$ cat src/hw/rtl/gvm_pkg.sv
package gvm_pkg;

    // Default build
    localparam int DEF_SAMPLE_ADDR_BITS = 20;
    localparam int DEF_MAX_VOICES       = 8;
    localparam int DEF_SINE_TABLE_DEPTH = 1024;

    // Field widths
    localparam int CMD_W    = 2;
    localparam int SADDR_W  = 20;
    localparam int SAMPLE_W = 16;
    localparam int VIDX_W   = 3;
    localparam int SIZE_W   = 16;
    localparam int POS_W    = 36;
    localparam int SPEED_W  = 16;
    localparam int GAIN_W   = 16;
    localparam int VCNT_W   = 4;
    localparam int ENV_W    = 32;
    localparam int STEP_W   = 32;
    localparam int FRAC_W   = 16;
    localparam int IPART_W  = 20;

    // Configuration port
    localparam int CFG_IDX_W  = 1;
    localparam int CFG_DATA_W = 16;

    // Reset values
    localparam logic [GAIN_W-1:0]  GAIN_RESET       = 16'd819;
    localparam logic [VCNT_W-1:0]  VCNT_RESET       = 4'd0;
    localparam logic [SIZE_W-1:0]  PEND_SIZE_RESET  = 16'd1000;
    localparam logic [SPEED_W-1:0] PEND_SPEED_RESET = 16'd4096;

    // Item commands
    typedef enum logic [CMD_W-1:0] {
        CMD_STORE_WRITE = 2'd0,
        CMD_VOICE_SET   = 2'd1,
        CMD_TICK        = 2'd2,
        CMD_UNUSED      = 2'd3
    } t_cmd;

    // Configuration register indexes
    typedef enum logic [CFG_IDX_W-1:0] {
        CFG_OUTPUT_GAIN = 1'd0,
        CFG_VOICE_COUNT = 1'd1
    } t_cfg_idx;

    typedef enum logic [3:0] {
        ST_IDLE,
        ST_LOAD,
        ST_DIV,
        ST_RD0,
        ST_RD1,
        ST_MUL0,
        ST_MUL1,
        ST_ADV,
        ST_MIX,
        ST_OUT
    } t_state;

    // Store read select
    typedef enum logic [1:0] {
        RD_NONE,
        RD_A0,
        RD_A1
    } t_rd_sel;

    // Controller to datapath
    typedef struct packed {
        logic    store_we;
        logic    pend_we;
        logic    tick_start;
        logic    grain_start;
        t_rd_sel rd_sel;
        logic    interp0;
        logic    interp1;
        logic    window_mul;
        logic    advance;
        logic    mix;
        logic    out_load;
    } t_dp_cmd;

    // Datapath to controller
    typedef struct packed {
        logic              restart_due;
        logic              div_busy;
        logic              out_full;
        logic [VCNT_W-1:0] voice_count;
    } t_dp_status;

endpackage

$ cat src/hw/rtl/gvm_ctrl.sv
// Sequencer: decodes items and walks the voices on a tick
module gvm_ctrl #(
    parameter int MAX_VOICES = gvm_pkg::DEF_MAX_VOICES
) (
    input  logic                     i_clk,
    input  logic                     i_rst_n,
    input  logic                     i_in_valid,
    input  logic [gvm_pkg::CMD_W-1:0] i_in_cmd,
    output logic                     o_in_ready,
    input  gvm_pkg::t_dp_status      i_status,
    output gvm_pkg::t_dp_cmd         o_cmd,
    output logic [((MAX_VOICES > 1) ? $clog2(MAX_VOICES) : 1)-1:0] o_voice
);
    import gvm_pkg::*;

    localparam int VW  = (MAX_VOICES > 1) ? $clog2(MAX_VOICES) : 1;
    localparam int VCW = $clog2(MAX_VOICES + 1);

    t_state         r_state, n_state;
    logic [VCW-1:0] r_voice, n_voice;
    logic [VCW-1:0] r_count, n_count;
    logic [VCW-1:0] eff_count;
    logic           in_xfer;
    t_cmd           cmd;

    assign cmd       = t_cmd'(i_in_cmd);
    assign in_xfer   = i_in_valid && o_in_ready;
    assign eff_count = (32'(i_status.voice_count) > MAX_VOICES) ? VCW'(MAX_VOICES)
                                                                 : VCW'(i_status.voice_count);

    always_ff @(posedge i_clk) begin
        if (!i_rst_n) begin
            r_state <= ST_IDLE;
            r_voice <= '0;
            r_count <= '0;
        end else begin
            r_state <= n_state;
            r_voice <= n_voice;
            r_count <= n_count;
        end
    end

    always_comb begin
        n_state    = r_state;
        n_voice    = r_voice;
        n_count    = r_count;
        o_cmd      = '0;
        o_in_ready = 1'b0;
        case (r_state)
            ST_IDLE: begin
                o_in_ready = 1'b1;
                if (in_xfer) begin
                    case (cmd)
                        CMD_STORE_WRITE: o_cmd.store_we = 1'b1;
                        CMD_VOICE_SET:   o_cmd.pend_we  = 1'b1;
                        CMD_TICK: begin
                            o_cmd.tick_start = 1'b1;
                            n_voice = '0;
                            n_count = eff_count;
                            n_state = (eff_count == '0) ? ST_MIX : ST_LOAD;
                        end
                        default: ;
                    endcase
                end
            end
            ST_LOAD: begin
                if (i_status.restart_due) begin
                    o_cmd.grain_start = 1'b1;
                    n_state = ST_DIV;
                end else begin
                    n_state = ST_RD0;
                end
            end
            ST_DIV: begin
                if (!i_status.div_busy) n_state = ST_RD0;
            end
            ST_RD0: begin
                o_cmd.rd_sel = RD_A0;
                n_state = ST_RD1;
            end
            ST_RD1: begin
                o_cmd.rd_sel  = RD_A1;
                o_cmd.interp0 = 1'b1;
                n_state = ST_MUL0;
            end
            ST_MUL0: begin
                o_cmd.interp1 = 1'b1;
                n_state = ST_MUL1;
            end
            ST_MUL1: begin
                o_cmd.window_mul = 1'b1;
                n_state = ST_ADV;
            end
            ST_ADV: begin
                o_cmd.advance = 1'b1;
                n_voice = r_voice + 1'b1;
                n_state = (r_voice + 1'b1 == r_count) ? ST_MIX : ST_LOAD;
            end
            ST_MIX: begin
                o_cmd.mix = 1'b1;
                n_state = ST_OUT;
            end
            ST_OUT: begin
                // wait for the result register to drain
                if (!i_status.out_full) begin
                    o_cmd.out_load = 1'b1;
                    n_state = ST_IDLE;
                end
            end
            default: n_state = ST_IDLE;
        endcase
    end

    assign o_voice = r_voice[VW-1:0];
endmodule

$ cat config.mk
export PLATFORM = sky130hd
export DESIGN_NAME = gvm_ctrl
export DESIGN_NICKNAME = d
export VERILOG_FILES = /design/src/hw/rtl/gvm_pkg.sv /design/src/hw/rtl/gvm_ctrl.sv
export SDC_FILE = /design/constraint.sdc
export NUM_CORES = 1
export LEC_CHECK = 0
export BUFFER_PORTS_ARGS = -buffer_cell sky130_fd_sc_hd__buf_4
export CAP_MARGIN = 20
export CORE_MARGIN = 5
export CORE_UTILIZATION = 43
export CTS_BUF_LIST = sky130_fd_sc_hd__clkbuf_8
export DETAILED_ROUTE_END_ITERATION = 16
export PLACE_DENSITY_LB_ADDON = 0.12
export SLEW_MARGIN = 20
export SYNTH_ARGS = -nofsm -noshare
export SYNTH_HDL_FRONTEND = slang
export SYNTH_SLANG_ARGS = --single-unit
$ cat constraint.sdc
create_clock -name i_clk -period 2.05 [get_ports i_clk]
set_input_delay 0.3075 -clock i_clk [delete_from_list [all_inputs] [get_ports i_clk]]
set_output_delay 0.3075 -clock i_clk [all_outputs]
set_load 0.02 [all_outputs]
==> flow_summary.ini, run 1 <==
[floorplan]
x_dimension_of_the_die_um = 53.8
floorplan.initialDensity_pct = 46.3
io-pin-count = 28
placementRows = 15
floorplan.die_area_um2 = 2900
die_height_um = 53.8
coreArea_um2 = 1780

[routing]
ant_nets = 0
remaining_drc_errors = 0
vias_per_cell = 5.29
drt-initial-drc-count = 23
wl_per_cell_um = 13.1
finalWirelength_mm = 1.93
detailedRoute.firstPassIterationCount = 6
dr_total_vias = 783

[grt]
first_global_vias = 739
grt_pass1_wl_mm = 3.28
gr-total-overflow = 0
antenna_found_initial = 0
grt.total_usage_pct = 15.1
maximum_number_of_pins_on_one_net_before_global_route_repair = 13

[synthesis]
syn_nets = 113
number_of_distinct_library_cells_after_synthesis = 37
yosysSeqAreaShare_pct = 29.1
synth_top_area_cell = sky130_fd_sc_hd__dfxtp_1
yosys_warnings = 0
post_synth_inst_count = 100
syn_area_um2 = 826
ys_top_cells_by_area = sky130_fd_sc_hd__dfxtp_1 (29%), sky130_fd_sc_hd__a21oi_1 (7.3%), sky130_fd_sc_hd__buf_4 (4.5%)
postSynthRegisterBits = 12
syn-mean-instance-area_um2 = 8.26
yosys.area.top_type_share_pct = 29.1

[setup_path]
timing.critical_path.arrival_ps = 1600
worst_path_max_delay_cell = sky130_fd_sc_hd__dfxtp_1
critical_path.max_fanout = 9
cp-end-kind = primary output
critPathMaxStageDelay_ps = 410
critPathKind = reg -> out
timing.critical_path.required_ps = 1740
start_kind = register
cp_cell_sequence = nor4_4 -> nand2_1 -> inv_1 -> buf_4

[sta]
setup_viol = 0
max_slew.worst_pin.slew_ps = 483
final_hold_viol_count = 0
period_needed_ps = 1910
unrepaired_setup_endpoints_after_global_routing = false
drv_slew = 0
timing.fmax_mhz = 523
period_utilization_post_route_pct = 93.2
setup_total_negative_slack_ps = 0
finalClockSkew_ps = 3.19
slew_headroom_pct = 67.7
worst_hold_slack_ps = 365

[layout]
layout_commonest_cell = sky130_fd_sc_hd__buf_4
drive_above_1_share_pct = 28.5
synthToLayoutAreaGrowth_pct = 26.4
n_antenna_cell = 0
final_cell_area_um2 = 1040
seqCellArea_um2 = 240
multi_input_area_um2 = 505
num-fill-cells = 165
nets = 138
layout.cells.most_common_list = sky130_fd_sc_hd__buf_4 (28), sky130_fd_sc_hd__a21oi_1 (12), sky130_fd_sc_hd__dfxtp_1 (12)
instances_no_fill = 148

[clock_network]
ctsHoldBuffers = 0
clock_tree.buffer_depth = 2
tritoncts_clock_tree = built
post-cts-setup-buffers = 0
postCtsResizedCells = 0
root_buffer = sky130_fd_sc_hd__clkbuf_8
clock_tree.htree_level_count = 1
clk-insertion-delay-late_ps = 230
clkSinkCount = 12
tritoncts.num_buffers = 3
clk_pin_slew_worst_paths_ps = 50

[job]
maxCapViolCount = 0

[power_and_ir_drop]
power_density_nw_per_um2 = 515
ir_drop_mv = 0.252
cellLeakagePower_nw = 0.454

[min_path]
worst_hold_path_type = in -> reg

[place]
port_buffers = 27
finalWeightedCongestion = 0.763
post-place-cells = 144
placed_area_um2 = 995
final_hpwl_dp_mm = 1.52

[run_status]
status = complete, no violations
==> metrics by stage <==
| step | utilization (%) | total power [mW] | setup slack, ps |
|---|---|---|---|
| detailed placement | 55.8 | 0.335 | 307 |
| CTS | 58.1 | 0.541 | 41.4 |
| floorplan | - | 0.299 | 175 |
| finish | 58.5 | 0.537 | 139 |
| global placement | 55.8 | 0.333 | 350 |
| global route | 58.5 | 0.564 | 15.9 |
==> flip-flops by register name, summed over array words and instances (netlist names) <==
signal / cells
r_count: 4
r_state: 4
r_voice: 4
==> power breakdown <==
| part | switching [mW] | total (mW) | internal, mW |
|---|---|---|---|
| logic | 0.0419 | 0.0861 | 0.0441 |
| registers | 0.00821 | 0.246 | 0.238 |
| clock network | 0.0763 | 0.205 | 0.129 |
==> cell families after synthesis <==
kind of cell	count (synthesis)	share of synthesized area [%]
flip-flops	12	29.1
buffers and inverters	12	9.70
AND/OR/NAND/NOR	46	35.2
adder cells (fa/ha/maj)	1	1.51
AO/OA/AOI/OAI	23	16.5
XOR/XNOR	6	8.03
==> worst max-delay path: cells and delay by family (launching register included) <==
family | cells | cell delay, ps
flip-flops | 1 | 410
AND/OR/NAND/NOR | 2 | 620
buffers and inverters | 2 | 340
==> synthesized netlist by cell type, drive strengths merged <==
cell and n:
a21oi 12, dfxtp 12, nand2 10, buf 8
nor2 7, nand3b 5, o21ai 5, nand3 4
inv 3, nor3 3, nor4 3, xor2 3
and2 2, or3 2, xnor2 2, a21boi 1
a221oi 1, a22oi 1, a31oi 1, and3b 1
and4b 1, and4bb 1, clkinv 1, ha 1
nand2b 1, nand4b 1, nor2b 1, nor4b 1
nor4bb 1, o21bai 1, o221ai 1, or2b 1
or4b 1, xnor3 1
==> path summary, 6_finish.rpt <==
kind | start | depth (start not counted) | slack, ps | endpoint
hold / removal | i_status[3] | 3 | 370 | r_count[3]
setup reg to reg | r_state[2] | 3 | 370 | r_state[3]
hold reg to reg | r_count[0] | 2 | 470 | r_count[0]
setup / recovery | r_state[3] | 4 | 140 | o_cmd[9]
==> final cells by class <==
type,count,share of cell area (%)
flip-flops and latches,12,23.0
well taps,25,3.00
inverters,4,1.44
repair buffers,28,20.1
multi-input cells,76,48.4
clock buffers,3,3.96
==> per-layer routing <==
layer,vias up,GRT usage (%),part of all wire (%)
li1,400,-,-
met2,22,22.8,44
met5,-,0,0
met3,2,3.05,4.4
met4,0,5.11,0.93
met1,359,21.2,51
No activity file was read; power rests on OpenSTA's default activity.
==> run 2: changes to the inputs <==
Settings changed: CORE_ASPECT_RATIO from default to 1.1.
==> flow_summary.ini, run 2 (same netlist as run 1, synthesis figures left out) <==
[run_status]
status = complete, no violations

[routing]
detailedRoute.firstPassIterationCount = 4
vias_per_cell = 5.43
dr_total_vias = 771
finalWirelength_mm = 1.83
remaining_drc_errors = 0
ant_nets = 0
drt-initial-drc-count = 11
wl_per_cell_um = 12.9

[clock_network]
tritoncts_clock_tree = built
tritoncts.num_buffers = 3
clkSinkCount = 12
clk-insertion-delay-late_ps = 240
clock_tree.buffer_depth = 2
root_buffer = sky130_fd_sc_hd__clkbuf_8
clk_pin_slew_worst_paths_ps = 50
clock_tree.htree_level_count = 1

[sta]
setup_total_negative_slack_ps = 0
timing.fmax_mhz = 522
unrepaired_setup_endpoints_after_global_routing = false
finalClockSkew_ps = 1.11
drv_slew = 0
period_utilization_post_route_pct = 93.4
slew_headroom_pct = 70.0
period_needed_ps = 1910
max_slew.worst_pin.slew_ps = 449
setup_viol = 0
final_hold_viol_count = 0

[layout]
layout.cells.most_common_list = sky130_fd_sc_hd__buf_4 (29), sky130_fd_sc_hd__a21oi_1 (12), sky130_fd_sc_hd__dfxtp_1 (12)
num-fill-cells = 176
nets = 139
seqCellArea_um2 = 240
multi_input_area_um2 = 505
layout_commonest_cell = sky130_fd_sc_hd__buf_4
synthToLayoutAreaGrowth_pct = 26.2
largest_registers = r_count: 4 flops, r_state: 4 flops, r_voice: 4 flops
n_antenna_cell = 0
drive_above_1_share_pct = 29.0
final_cell_area_um2 = 1040

[power_and_ir_drop]
ir_drop_mv = 0.470
power_density_nw_per_um2 = 520
cellLeakagePower_nw = 0.458

[setup_path]
timing.critical_path.arrival_ps = 1610
timing.critical_path.required_ps = 1740
start_kind = register
critical_path.max_fanout = 11
critPathKind = reg -> out
cp-end-kind = primary output

[grt]
gr-total-overflow = 0
antenna_found_initial = 0
maximum_number_of_pins_on_one_net_before_global_route_repair = 13
grt_pass1_wl_mm = 2.97
first_global_vias = 687
grt.total_usage_pct = 13.9

[place]
final_hpwl_dp_mm = 1.43
placed_area_um2 = 986
port_buffers = 27
finalWeightedCongestion = 0.758

[job]
maxCapViolCount = 0

[floorplan]
floorplan.initialDensity_pct = 45.8
die_height_um = 56.0
io-pin-count = 28
x_dimension_of_the_die_um = 51.8
coreArea_um2 = 1800
placementRows = 16
floorplan.die_area_um2 = 2900

[min_path]
worst_hold_path_type = in -> reg
==> run 2: cell count changes in the layout (fill, tap and decap cells not counted), sizes merged <==
cell,previous run,this run
buf,28,29
==> run 2: worst paths after layout <==
path | from | endpoint | slack (ps) | cells after the start
setup / recovery | r_state[1] | o_cmd[9] | 140 | 4
hold / removal | i_status[3] | r_count[3] | 340 | 3
setup reg to reg | r_voice[0] | r_state[3] | 440 | 5
hold reg to reg | r_count[2] | r_count[2] | 460 | 2
==> run 2: cell type report <==
cell class	count	area share, %
clock buffers	3	3.96
inverters	4	1.44
multi-input cells	76	48.5
flip-flops and latches	12	23.0
well taps	18	2.16
repair buffers	29	20.9
==> run 2: metrics by stage <==
step                      cells  power, mW  setup WS, ps  hold WS (ps)  util (%)
final                       142      0.542           136           343      57.8
after global routing        142      0.571          16.2           348      57.8
after CTS                   140      0.549          39.3           333      57.0
after detailed placement    137      0.334           314           462      54.7
after global placement      137      0.332           353           462      54.7
after floorplan             100      0.299           175           432         -
==> run 2: what timing repair did <==
item	4_1_cts	5_1_grt
resized for setup	0	0
setup endpoints to repair	0	1
setup buffers	0	2
hold buffers	0	0
==> run 2: worst max-delay path: stages (launching register included) <==
cell                      delay (ps)
sky130_fd_sc_hd__dfxtp_1         420
sky130_fd_sc_hd__nor4_4          400
sky130_fd_sc_hd__nand2_1         210
sky130_fd_sc_hd__inv_1           170
sky130_fd_sc_hd__buf_4           160
==> run 2: report_power, final <==
group | switching, mW | leakage (nW) | internal (mW) | total (mW)
sequential | 0.00794 | 0.0969 | 0.238 | 0.246
clock | 0.0808 | 0.0216 | 0.129 | 0.210
combinational | 0.0405 | 0.340 | 0.0463 | 0.0867
==> run 2: layer usage <==
layer  vias to the layer above  wire length [µm]  track usage [%]
met5                         -                 0                0
met4                         0                46             8.99
met3                         5               100             4.29
met2                        17               863             21.5
met1                       343               821             16.1
li1                        406                 -                -
